## src/rtl/lsks_pkg.sv

```systemverilog
// ----------------------------------------------------------------------------
// lsks_pkg: shared types and constants of the loop sensor Kalman smoother
// Field widths, fixed-point scale factors and the word passed between
// the measurement front end and the filter back end.
// ----------------------------------------------------------------------------
package lsks_pkg;

  localparam int unsigned ADC_W   = 10;  // raw converter count
  localparam int unsigned NOISE_W = 16;  // Q0.16 noise registers
  localparam int unsigned PRESS_W = 20;  // Q4.16 pressure
  localparam int unsigned VAR_W   = 18;  // Q2.16 variance
  localparam int unsigned K_W     = 16;  // Q0.16 gain
  localparam int unsigned Z_FRAC  = 16;  // fraction bits of the pressure

  // Measurement scaling: z = (adc*50000 - 40920*R) * 2^16 / (16368*R)
  localparam int unsigned ADC_GAIN    = 50000;
  localparam int unsigned OFF_PER_OHM = 40920;
  localparam int unsigned DEN_PER_OHM = 16368;
  localparam int unsigned NUM_W       = 26;  // holds 1023 * 50000
  localparam int unsigned ZQ_W        = 21;  // unclamped quotient of the scaling

  localparam logic [PRESS_W-1:0] PRESS_MAX = 20'd655360;
  localparam logic [VAR_W-1:0]   VAR_MAX   = 18'd262143;
  localparam logic [VAR_W-1:0]   VAR_ONE   = 18'd65536;
  localparam logic [K_W:0]       ONE_Q16   = 17'd65536;
  localparam logic [NOISE_W-1:0] Q_RESET   = 16'd655;
  localparam logic [NOISE_W-1:0] R_RESET   = 16'd6554;

  // Configuration register indexes
  typedef enum logic [0:0] {
    CFG_PROCESS_NOISE = 1'b0,
    CFG_MEASURE_NOISE = 1'b1
  } cfg_idx_t;

  // One converted measurement word between front and back
  typedef struct packed {
    logic               valid;
    logic [PRESS_W-1:0] z;
  } zword_t;

endpackage

```

## src/rtl/lsks_front.sv

```systemverilog
// ----------------------------------------------------------------------------
// lsks_front: sample intake and pressure conversion
// Takes one ADC word, scales it to bar in Q4.16 by a reciprocal multiply
// for the constant shunt denominator with one correction step, clamps it
// and queues it.
// ----------------------------------------------------------------------------
module lsks_front import lsks_pkg::*; #(
  parameter int unsigned SHUNT_OHMS = 220
) (
  input  logic             clk,
  input  logic             rst_n,
  input  logic [ADC_W-1:0] adc,
  input  logic             adc_valid,
  output logic             adc_ready,
  output zword_t           push,
  input  logic             q_full
);

  // A zero shunt reads as zero pressure; the guarded divisor keeps the
  // constants below well defined in that case.
  localparam bit              ZERO_SHUNT = (SHUNT_OHMS == 0);
  localparam longint unsigned DEN        = (SHUNT_OHMS == 0) ? 64'd1 :
                                           64'(DEN_PER_OHM) * 64'(SHUNT_OHMS);
  localparam longint unsigned OFF        = 64'(OFF_PER_OHM) * 64'(SHUNT_OHMS);
  localparam longint unsigned HALF_DEN   = DEN / 2;
  localparam int unsigned     DIV_W      = NUM_W + Z_FRAC;
  localparam int unsigned     SPLIT      = DIV_W / 2;
  localparam int unsigned     HI_W       = DIV_W - SPLIT;
  // With floor(2^DIV_W / DEN) the quotient estimate is low by at most one.
  localparam longint unsigned RECIP      = (64'd1 << DIV_W) / DEN;
  localparam int unsigned     DEN_W      = $clog2(DEN + 1);
  localparam int unsigned     R_W        = DEN_W + 1;
  localparam int unsigned     M_W        = $clog2(RECIP + 1);
  localparam int unsigned     LP_W       = SPLIT + M_W;
  localparam int unsigned     HS_W       = HI_W + M_W + 1;

  localparam logic [R_W-1:0]   DEN_V    = R_W'(DEN);
  localparam logic [NUM_W-1:0] OFF_V    = NUM_W'(OFF);
  localparam logic [LP_W-1:0]  RECIP_LO = LP_W'(RECIP);
  localparam logic [HS_W-1:0]  RECIP_HI = HS_W'(RECIP);

  typedef enum logic [6:0] {
    F_IDLE = 7'b0000001,
    F_MUL  = 7'b0000010,
    F_RLO  = 7'b0000100,
    F_RHI  = 7'b0001000,
    F_CORR = 7'b0010000,
    F_ADJ  = 7'b0100000,
    F_PUSH = 7'b1000000
  } fstate_t;

  fstate_t            state_r, state_nxt;
  logic [ADC_W-1:0]   adc_r, adc_nxt;
  logic [DIV_W-1:0]   n_r, n_nxt;
  logic [M_W-1:0]     lo_r, lo_nxt;
  logic [ZQ_W-1:0]    q0_r, q0_nxt;
  logic [R_W-1:0]     qm_r, qm_nxt;
  logic [ZQ_W-1:0]    qd_r, qd_nxt;

  logic [NUM_W-1:0]   prod;
  logic [NUM_W-1:0]   numv;
  logic [DIV_W-1:0]   dividend;
  logic [LP_W-1:0]    lo_prod;
  logic [HS_W-1:0]    hi_sum;
  logic [R_W-1:0]     rem;
  logic               ge;
  logic [PRESS_W-1:0] zq;

  assign prod     = NUM_W'(adc_r) * NUM_W'(ADC_GAIN);
  assign numv     = prod - OFF_V;
  assign dividend = {numv, Z_FRAC'(0)} + DIV_W'(HALF_DEN);
  // The dividend is split in two halves so each multiply stays narrow.
  assign lo_prod  = LP_W'(n_r[SPLIT-1:0]) * RECIP_LO;
  assign hi_sum   = HS_W'(n_r[DIV_W-1:SPLIT]) * RECIP_HI + HS_W'(lo_r);
  // The remainder is below twice the divisor, so its low bits suffice.
  assign rem      = n_r[R_W-1:0] - qm_r;
  assign ge       = (rem >= DEN_V);
  assign zq       = (qd_r > ZQ_W'(PRESS_MAX)) ? PRESS_MAX : qd_r[PRESS_W-1:0];

  assign adc_ready  = (state_r == F_IDLE);
  assign push.valid = (state_r == F_PUSH);
  assign push.z     = zq;

  always_comb begin
    state_nxt = state_r;
    adc_nxt   = adc_r;
    n_nxt     = n_r;
    lo_nxt    = lo_r;
    q0_nxt    = q0_r;
    qm_nxt    = qm_r;
    qd_nxt    = qd_r;
    unique case (state_r)
      F_IDLE: begin
        if (adc_valid) begin
          adc_nxt   = adc;
          state_nxt = F_MUL;
        end
      end
      F_MUL: begin
        // Currents at or below 4 mA read as zero pressure.
        if (ZERO_SHUNT || (prod <= OFF_V)) begin
          qd_nxt    = '0;
          state_nxt = F_PUSH;
        end else begin
          n_nxt     = dividend;
          state_nxt = F_RLO;
        end
      end
      F_RLO: begin
        lo_nxt    = lo_prod[LP_W-1:SPLIT];
        state_nxt = F_RHI;
      end
      F_RHI: begin
        q0_nxt    = ZQ_W'(hi_sum[HS_W-1:SPLIT]);
        state_nxt = F_CORR;
      end
      F_CORR: begin
        qm_nxt    = R_W'(q0_r) * DEN_V;
        state_nxt = F_ADJ;
      end
      F_ADJ: begin
        qd_nxt    = q0_r + ZQ_W'(ge);
        state_nxt = F_PUSH;
      end
      F_PUSH: begin
        if (!q_full) begin
          state_nxt = F_IDLE;
        end
      end
      default: state_nxt = F_IDLE;
    endcase
  end

  always_ff @(posedge clk) begin
    if (!rst_n) begin
      state_r <= F_IDLE;
    end else begin
      state_r <= state_nxt;
    end
  end

  always_ff @(posedge clk) begin
    adc_r <= adc_nxt;
    n_r   <= n_nxt;
    lo_r  <= lo_nxt;
    q0_r  <= q0_nxt;
    qm_r  <= qm_nxt;
    qd_r  <= qd_nxt;
  end

endmodule

```

## src/rtl/lsks_queue.sv

```systemverilog
// ----------------------------------------------------------------------------
// lsks_queue: two-entry measurement queue
// Decouples the conversion front end from the filter back end.
// ----------------------------------------------------------------------------
module lsks_queue import lsks_pkg::*; (
  input  logic   clk,
  input  logic   rst_n,
  input  zword_t push,
  output logic   full,
  output zword_t head,
  input  logic   pop
);

  logic [PRESS_W-1:0] mem_r [2];
  logic               wr_ptr_r, wr_ptr_nxt;
  logic               rd_ptr_r, rd_ptr_nxt;
  logic [1:0]         cnt_r, cnt_nxt;
  logic               do_push, do_pop;

  assign full       = (cnt_r == 2'd2);
  assign head.valid = (cnt_r != 2'd0);
  assign head.z     = mem_r[rd_ptr_r];

  assign do_push = push.valid && !full;
  assign do_pop  = pop && head.valid;

  always_comb begin
    wr_ptr_nxt = do_push ? !wr_ptr_r : wr_ptr_r;
    rd_ptr_nxt = do_pop ? !rd_ptr_r : rd_ptr_r;
    cnt_nxt    = cnt_r + {1'b0, do_push} - {1'b0, do_pop};
  end

  always_ff @(posedge clk) begin
    if (!rst_n) begin
      wr_ptr_r <= 1'b0;
      rd_ptr_r <= 1'b0;
      cnt_r    <= 2'd0;
    end else begin
      wr_ptr_r <= wr_ptr_nxt;
      rd_ptr_r <= rd_ptr_nxt;
      cnt_r    <= cnt_nxt;
    end
  end

  always_ff @(posedge clk) begin
    if (do_push) begin
      mem_r[wr_ptr_r] <= push.z;
    end
  end

endmodule

```

## src/rtl/lsks_back.sv

```systemverilog
// ----------------------------------------------------------------------------
// lsks_back: scalar Kalman update
// Pops one measurement, seeds or updates the estimate: serial gain divide,
// then one multiply each for the estimate and the variance, then output.
// ----------------------------------------------------------------------------
module lsks_back import lsks_pkg::*; (
  input  logic               clk,
  input  logic               rst_n,
  input  logic [NOISE_W-1:0] process_noise,
  input  logic [NOISE_W-1:0] measure_noise,
  input  zword_t             head,
  output logic               pop,
  output logic               out_valid,
  output logic [PRESS_W-1:0] out_data,
  input  logic               out_ready
);

  localparam int unsigned D_W   = VAR_W + 1;
  localparam int unsigned CNT_W = $clog2(K_W);
  localparam int unsigned PX_W  = K_W + PRESS_W;
  localparam int unsigned PP_W  = K_W + 1 + VAR_W;
  localparam logic [CNT_W-1:0] CNT_LAST = CNT_W'(K_W - 1);

  typedef enum logic [4:0] {
    B_IDLE = 5'b00001,
    B_DIV  = 5'b00010,
    B_MULX = 5'b00100,
    B_MULP = 5'b01000,
    B_FIN  = 5'b10000
  } bstate_t;

  bstate_t            state_r, state_nxt;
  logic               seeded_r, seeded_nxt;
  logic [PRESS_W-1:0] x_r, x_nxt;
  logic [VAR_W-1:0]   p_r, p_nxt;
  logic [PRESS_W-1:0] z_r, z_nxt;
  logic [VAR_W-1:0]   pp_r, pp_nxt;
  logic [D_W-1:0]     d_r, d_nxt;
  logic [D_W-1:0]     rem_r, rem_nxt;
  logic [K_W-1:0]     qd_r, qd_nxt;
  logic [CNT_W-1:0]   cnt_r, cnt_nxt;
  logic               dir_r, dir_nxt;     // set when the estimate moves down
  logic [PX_W-1:0]    px_r, px_nxt;
  logic [PP_W-1:0]    ppr_r, ppr_nxt;
  logic               ov_r, ov_nxt;
  logic [PRESS_W-1:0] od_r, od_nxt;

  logic [D_W-1:0]     pq_sum;
  logic [VAR_W-1:0]   pp_sat;
  logic [NOISE_W-1:0] r_eff;
  logic [D_W:0]       trial;
  logic               ge;
  logic [PRESS_W-1:0] diff;
  logic [PX_W-1:0]    px_rnd;
  logic [PRESS_W-1:0] step;
  logic [PRESS_W-1:0] x_new;
  logic [K_W:0]       ik;
  logic [PP_W-1:0]    pp_rnd;
  logic [VAR_W:0]     p_full;
  logic [VAR_W-1:0]   p_new;
  logic               out_free;

  assign pq_sum = D_W'(p_r) + D_W'(process_noise);
  assign pp_sat = (pq_sum > D_W'(VAR_MAX)) ? VAR_MAX : pq_sum[VAR_W-1:0];
  assign r_eff  = (measure_noise == '0) ? NOISE_W'(1) : measure_noise;

  // The remainder stays below the divisor, so one bit more covers the trial.
  assign trial = {rem_r, qd_r[K_W-1]};
  assign ge    = (trial >= {1'b0, d_r});

  assign diff   = (z_r >= x_r) ? (z_r - x_r) : (x_r - z_r);
  assign px_rnd = px_r + PX_W'(32768);
  assign step   = px_rnd[PX_W-1:Z_FRAC];
  assign x_new  = dir_r ? (x_r - step) : (x_r + step);

  assign ik     = ONE_Q16 - {1'b0, qd_r};
  assign pp_rnd = ppr_r + PP_W'(32768);
  assign p_full = pp_rnd[PP_W-1:Z_FRAC];
  assign p_new  = (p_full > (VAR_W + 1)'(VAR_MAX)) ? VAR_MAX : p_full[VAR_W-1:0];

  assign out_free  = !ov_r || out_ready;
  assign pop       = (state_r == B_IDLE) && head.valid;
  assign out_valid = ov_r;
  assign out_data  = od_r;

  always_comb begin
    state_nxt  = state_r;
    seeded_nxt = seeded_r;
    x_nxt      = x_r;
    p_nxt      = p_r;
    z_nxt      = z_r;
    pp_nxt     = pp_r;
    d_nxt      = d_r;
    rem_nxt    = rem_r;
    qd_nxt     = qd_r;
    cnt_nxt    = cnt_r;
    dir_nxt    = dir_r;
    px_nxt     = px_r;
    ppr_nxt    = ppr_r;
    ov_nxt     = ov_r && !out_ready;
    od_nxt     = od_r;
    unique case (state_r)
      B_IDLE: begin
        if (head.valid) begin
          if (!seeded_r) begin
            // The first sample only seeds the estimate.
            x_nxt      = head.z;
            seeded_nxt = 1'b1;
          end else begin
            z_nxt     = head.z;
            pp_nxt    = pp_sat;
            d_nxt     = D_W'(pp_sat) + D_W'(r_eff);
            rem_nxt   = D_W'(pp_sat);
            qd_nxt    = '0;
            cnt_nxt   = '0;
            state_nxt = B_DIV;
          end
        end
      end
      B_DIV: begin
        rem_nxt = ge ? D_W'(trial - {1'b0, d_r}) : trial[D_W-1:0];
        qd_nxt  = {qd_r[K_W-2:0], ge};
        cnt_nxt = cnt_r + 1'b1;
        if (cnt_r == CNT_LAST) begin
          state_nxt = B_MULX;
        end
      end
      B_MULX: begin
        px_nxt    = PX_W'(qd_r) * PX_W'(diff);
        dir_nxt   = (z_r < x_r);
        state_nxt = B_MULP;
      end
      B_MULP: begin
        ppr_nxt   = PP_W'(ik) * PP_W'(pp_r);
        state_nxt = B_FIN;
      end
      B_FIN: begin
        if (out_free) begin
          x_nxt     = x_new;
          p_nxt     = p_new;
          ov_nxt    = 1'b1;
          od_nxt    = x_new;
          state_nxt = B_IDLE;
        end
      end
      default: state_nxt = B_IDLE;
    endcase
  end

  always_ff @(posedge clk) begin
    if (!rst_n) begin
      state_r  <= B_IDLE;
      seeded_r <= 1'b0;
      x_r      <= '0;
      p_r      <= VAR_ONE;
      ov_r     <= 1'b0;
    end else begin
      state_r  <= state_nxt;
      seeded_r <= seeded_nxt;
      x_r      <= x_nxt;
      p_r      <= p_nxt;
      ov_r     <= ov_nxt;
    end
  end

  always_ff @(posedge clk) begin
    z_r   <= z_nxt;
    pp_r  <= pp_nxt;
    d_r   <= d_nxt;
    rem_r <= rem_nxt;
    qd_r  <= qd_nxt;
    cnt_r <= cnt_nxt;
    dir_r <= dir_nxt;
    px_r  <= px_nxt;
    ppr_r <= ppr_nxt;
    od_r  <= od_nxt;
  end

endmodule

```

## src/rtl/loop_sensor_kalman_smoother_top.sv

```systemverilog
// ----------------------------------------------------------------------------
// loop_sensor_kalman_smoother_top: 4-20 mA loop pressure Kalman smoother
//
//   channel  ports                       word contents
//   in       in_tvalid/tready/tdata      adc_sample [9:0]
//   out      out_tvalid/tready/tdata     filtered_pressure [19:0], Q4.16 bar
//   cfg      cfg_we/cfg_addr/cfg_wdata   0 process_noise, 1 measure_noise
//
// The front end converts one sample at a time. The filter update runs a
// 16-step serial gain divider and finishes one sample before it pops the
// next, and the two-entry queue lets the front run ahead. Reset is
// synchronous and active low; the first sample after it only seeds the
// estimate. A stalled output holds one word while the next is computed.
// ----------------------------------------------------------------------------
module loop_sensor_kalman_smoother_top import lsks_pkg::*; #(
  parameter int unsigned SHUNT_OHMS = 220
) (
  input  logic         clk,
  input  logic         rst_n,
  input  logic         in_tvalid,
  output logic         in_tready,
  input  logic [15:0]  in_tdata,    // [9:0] adc_sample
  output logic         out_tvalid,
  input  logic         out_tready,
  output logic [23:0]  out_tdata,   // [19:0] filtered_pressure
  input  logic         cfg_we,
  input  logic [0:0]   cfg_addr,
  input  logic [15:0]  cfg_wdata
);

  logic [NOISE_W-1:0] q_r, q_nxt;
  logic [NOISE_W-1:0] r_r, r_nxt;
  zword_t             push;
  zword_t             head;
  logic               q_full;
  logic               pop;
  logic [PRESS_W-1:0] out_data;

  always_comb begin
    q_nxt = q_r;
    r_nxt = r_r;
    if (cfg_we) begin
      unique case (cfg_idx_t'(cfg_addr))
        CFG_PROCESS_NOISE: q_nxt = cfg_wdata;
        CFG_MEASURE_NOISE: r_nxt = cfg_wdata;
        default: ;
      endcase
    end
  end

  always_ff @(posedge clk) begin
    if (!rst_n) begin
      q_r <= Q_RESET;
      r_r <= R_RESET;
    end else begin
      q_r <= q_nxt;
      r_r <= r_nxt;
    end
  end

  lsks_front #(
    .SHUNT_OHMS(SHUNT_OHMS)
  ) u_front (
    .clk      (clk),
    .rst_n    (rst_n),
    .adc      (in_tdata[ADC_W-1:0]),
    .adc_valid(in_tvalid),
    .adc_ready(in_tready),
    .push     (push),
    .q_full   (q_full)
  );

  lsks_queue u_queue (
    .clk  (clk),
    .rst_n(rst_n),
    .push (push),
    .full (q_full),
    .head (head),
    .pop  (pop)
  );

  lsks_back u_back (
    .clk          (clk),
    .rst_n        (rst_n),
    .process_noise(q_r),
    .measure_noise(r_r),
    .head         (head),
    .pop          (pop),
    .out_valid    (out_tvalid),
    .out_data     (out_data),
    .out_ready    (out_tready)
  );

  assign out_tdata = {4'b0, out_data};

endmodule
```

## config.mk

```make
export PLATFORM = sky130hd
export DESIGN_NAME = loop_sensor_kalman_smoother_top
export DESIGN_NICKNAME = d
export VERILOG_FILES = /design/src/rtl/lsks_pkg.sv /design/src/rtl/lsks_front.sv /design/src/rtl/lsks_queue.sv /design/src/rtl/lsks_back.sv /design/src/rtl/loop_sensor_kalman_smoother_top.sv
export SDC_FILE = /design/constraint.sdc
export NUM_CORES = 2
export LEC_CHECK = 0
export BUFFER_PORTS_ARGS = -buffer_cell sky130_fd_sc_hd__buf_2
export CAP_MARGIN = 10
export CORE_UTILIZATION = 60
export DETAILED_ROUTE_END_ITERATION = 16
export GPL_TIMING_DRIVEN = 0
export PLACE_DENSITY_LB_ADDON = 0.08
export SYNTH_ARGS = -nofsm -noshare
export SYNTH_HDL_FRONTEND = slang
export SYNTH_SLANG_ARGS = --single-unit
```

## constraint.sdc

```tcl
create_clock -name clk -period 7.75 [get_ports clk]
set_input_delay 1.1625 -clock clk [delete_from_list [all_inputs] [get_ports clk]]
set_output_delay 1.1625 -clock clk [all_outputs]
set_load 0.01 [all_outputs]
```

==> results.py <==
metrics = {
    "run_status": {
        "status": "finished with violations",
        "violations": "setup timing",
    },
    "die": {
        "start_util_pct": 61.0,
        "die_area_um2": 90000,
        "die_x_um": 300,
        "coreArea_um2": 87300,
        "rows": 108,
        "die_y_um": 300,
        "io_pins": 64,
    },
    "placed_design": {
        "place_hpwl_um": 104000,
        "gp_congestion": 0.941,
        "dp.cells": 6851,
        "port_buffers": 53,
    },
    "logic_synthesis": {
        "netlist_area_um2": 53300,
        "yosysWarnings": 0,
        "synthFlopType": "edfxtp_1",
        "syn_avg_cell_area_um2": 9.46,
        "ys_types": 100,
        "synth-seq-cells": 379,
        "synth_edf_count": 290,
        "synthCells": 5631,
        "yosysSeqAreaShare_pct": 19.7,
        "async_reset_ff_share_pct": 0,
    },
    "timing": {
        "worst_slew_pin_slew_ps": 930,
        "period_share_pct": 112,
        "fin_crit_ps": 8670,
        "fmax_ghz": 0.115,
        "final_max_slew_viol_count": 0,
        "setup_viol": 26,
        "rsz0062_at_grt": "true",
        "post-route-worst-setup-slack_ps": -917,
        "skew_ps": 38.6,
        "slew_headroom_pct": 37.2,
        "final-hold-violation-count": 0,
    },
    "setup_path": {
        "crit_start": "u_back.z_r[0]",
        "worstPathRequired_ps": 8100,
        "crit_type": "reg -> reg",
        "cpMostUsedCell": "fa_1",
        "critPathMaxStageDelay_ps": 590,
        "end_kind": "flop",
        "crit_family": "adder cells",
        "cp_num_buf_inv": 9,
        "cpMaxStageDelayCell": "fa_2",
        "critPathLaunchType": "flop",
        "r2r-start": "u_back.z_r[0]",
        "cp.arrival_ps": 9020,
        "cp_max_fo": 6,
    },
    "clock_network": {
        "cts_buffers": 44,
        "cts_tree": "done",
        "insertion_delay_ps": 620,
        "cts.path.max_buffers": 3,
        "root_buffer": "clkbuf_16",
        "clock_sinks": 379,
        "cts_max_level": 2,
        "cts_hold_repair.buffers": 0,
        "clk_pin_slew_worst_paths_ps": 60,
    },
    "route": {
        "drc_errors": 0,
        "routed_wl_um": 130000,
        "wl_per_cell_um": 18.5,
        "drt_iter0_markers": 2383,
        "vias_per_cell": 5.53,
        "drtAntennaViolNets": 0,
        "vias": 38900,
        "drt-pass1-iter-count": 6,
    },
    "job": {
        "maxCapViolations": 0,
    },
    "global_routing": {
        "track_usage_pct": 29.6,
        "antenna_found_initial": 3,
        "grt_max_degree": 38,
        "grt_pass1_wl_um": 210000,
        "grt_pass1_vias": 40100,
        "overflow": 0,
    },
    "layout": {
        "seq_area_um2": 10500,
        "area_growth_pct": 11.1,
        "drive_gt1_share_pct": 9.80,
        "finalNetCount": 7289,
        "final_cells": 7041,
        "antenna_cells": 0,
        "fillers": 7053,
        "multiInputGateArea_um2": 39300,
    },
    "worst_hold_path": {
        "hold_start": "r_r[0]",
        "hold_class": "reg -> reg",
    },
}
[registers in the layout (all words and copies together), names as in the netlist, 4 cells and up, named ones only]
name	flops
u_front.q0_r	21
q_r	16
u_back.px_r	21
u_back.p_r	18
u_front.n_r	22
u_back.d_r	19
r_r	16
u_back.z_r	20
u_back.ppr_r	20
u_front.qd_r	21
u_front.qm_r	17
u_back.out_data	20
u_back.qd_r	16
u_queue.mem_r	40
u_back.rem_r	19
u_back.pp_r	18
u_front.state_r	7
u_back.state_r	5
u_back.x_r	20
u_front.adc_r	10
u_back.cnt_r	4
[layout make-up]
| cell class | count | share of cell area (%) |
|---|---|---|
| Multi-Input combinational cell | 3945 | 66.4 |
| Clock inverter | 19 | 0.309 |
| Tap cell | 1155 | 2.44 |
| Clock buffer | 63 | 2.19 |
| Inverter | 1126 | 7.15 |
| Buffer | 180 | 1.60 |
| Sequential cell | 379 | 17.7 |
| Timing Repair Buffer | 174 | 2.22 |
[kinds of logic after synthesis]
logic type | count (synthesis) | share of synthesized area [%]
other | 1 | 0.00704
adders and majority gates | 1401 | 42.7
DFF | 379 | 19.7
AOI/OAI and AO/OA | 669 | 8.23
xor gates and xnor gates | 300 | 5.04
muxes | 64 | 1.28
buffers and inverters | 1310 | 9.31
and+or+nand+nor | 1507 | 13.7
[metal layers]
metal	track usage, %	up-vias	share of wire, %
li1	-	18500	-
met1	39.3	19100	42
met2	50.5	1084	49
met3	3.84	262	5.8
met4	9.33	0	3.5
met5	0	-	0
[worst min-delay path, delay by kind of cell, from the launching register on]
family,cells,cell delay (ps)
simple gates,1,50
flops,1,310
compound gates,1,50
[placed cells by master (no fill, tap or decap), types with 31 or more instances in the layout]
master	n
inv_1	1111
nor3_1	60
dfxtp_1	88
xnor2_1	166
a21o_1	76
nand4_1	37
a21oi_1	188
and2_1	274
xor2_1	92
nor2b_1	39
edfxtp_1	290
and3_1	43
buf_2	58
nand2_1	584
fa_1	683
nand2b_1	37
ha_1	680
mux2i_1	31
clkbuf_1	134
nand3_1	86
clkbuf_16	50
o21a_1	37
o21ai_0	107
buf_4	105
nor2_1	207
[stage by stage]
| stage | area (um2) | setup slack, ps | hold slack [ps] | util (%) | TNS [ps] |
|---|---|---|---|---|---|
| after detailed placement | 55500 | -1810 | 457 | 63.6 | -54060 |
| after global placement | 55300 | -1800 | 448 | 63.4 | -53500 |
| after floorplan | 53600 | -193 | 433 | - | -459 |
| final | 59200 | -917 | 462 | 67.8 | -14100 |
| after global routing | 59200 | -1190 | 493 | 67.8 | -22490 |
| after CTS | 58100 | -854 | 466 | 66.6 | -17490 |
[cell usage after synthesis, types with 5 or more instances]
master | instances | area [um2]
inv_1 | 1126 | 4230
ha_1 | 706 | 8830
fa_1 | 695 | 13900
nand2_1 | 594 | 2230
edfxtp_1 | 290 | 8710
and2_1 | 276 | 1730
nor2_1 | 214 | 803
a21oi_1 | 204 | 1020
xnor2_1 | 193 | 1690
clkbuf_1 | 159 | 597
o21ai_0 | 122 | 611
xor2_1 | 101 | 885
dfxtp_1 | 89 | 1780
nand3_1 | 88 | 440
a21o_1 | 77 | 578
nor3_1 | 64 | 320
and3_1 | 44 | 275
nor2b_1 | 41 | 257
nand2b_1 | 37 | 231
nand4_1 | 37 | 231
o21a_1 | 37 | 278
mux2i_1 | 33 | 330
a211oi_1 | 32 | 240
mux2_2 | 31 | 349
a31oi_1 | 24 | 150
or2_2 | 24 | 150
o21bai_1 | 22 | 165
or3_1 | 22 | 138
nor4_1 | 17 | 106
o31ai_1 | 17 | 128
nor3b_1 | 13 | 97.6
o211ai_1 | 13 | 97.6
a2111oi_0 | 9 | 78.8
buf_2 | 9 | 45.0
buf_1 | 8 | 30.0
nand3b_1 | 8 | 60.1
o21ai_1 | 8 | 40.0
and4_1 | 7 | 61.3
a211o_1 | 6 | 52.6
a21boi_0 | 6 | 45.0
buf_4 | 6 | 45.0
a2bb2oi_1 | 5 | 43.8
a41oi_1 | 5 | 43.8
o31a_1 | 5 | 43.8
[worst paths after layout]
| kind | endpoint | slack [ps] | depth (start not counted) |
|---|---|---|---|
| setup / recovery | u_back.px_r[27] | -920 | 36 |
| hold / removal | r_r[0] | 460 | 2 |
| hold reg to reg | r_r[0] | 460 | 2 |
| setup reg to reg | u_back.px_r[27] | -920 | 36 |
[repair_timing]
item	CTS	global route
buffers inserted	63	48
resized for setup	138	178
pin swaps	56	85
setup endpoints to repair	41	44
gates cloned	1	2
Power is not shown: default switching activity piles up to over one toggle a cycle in this logic, so the estimate is an artifact.
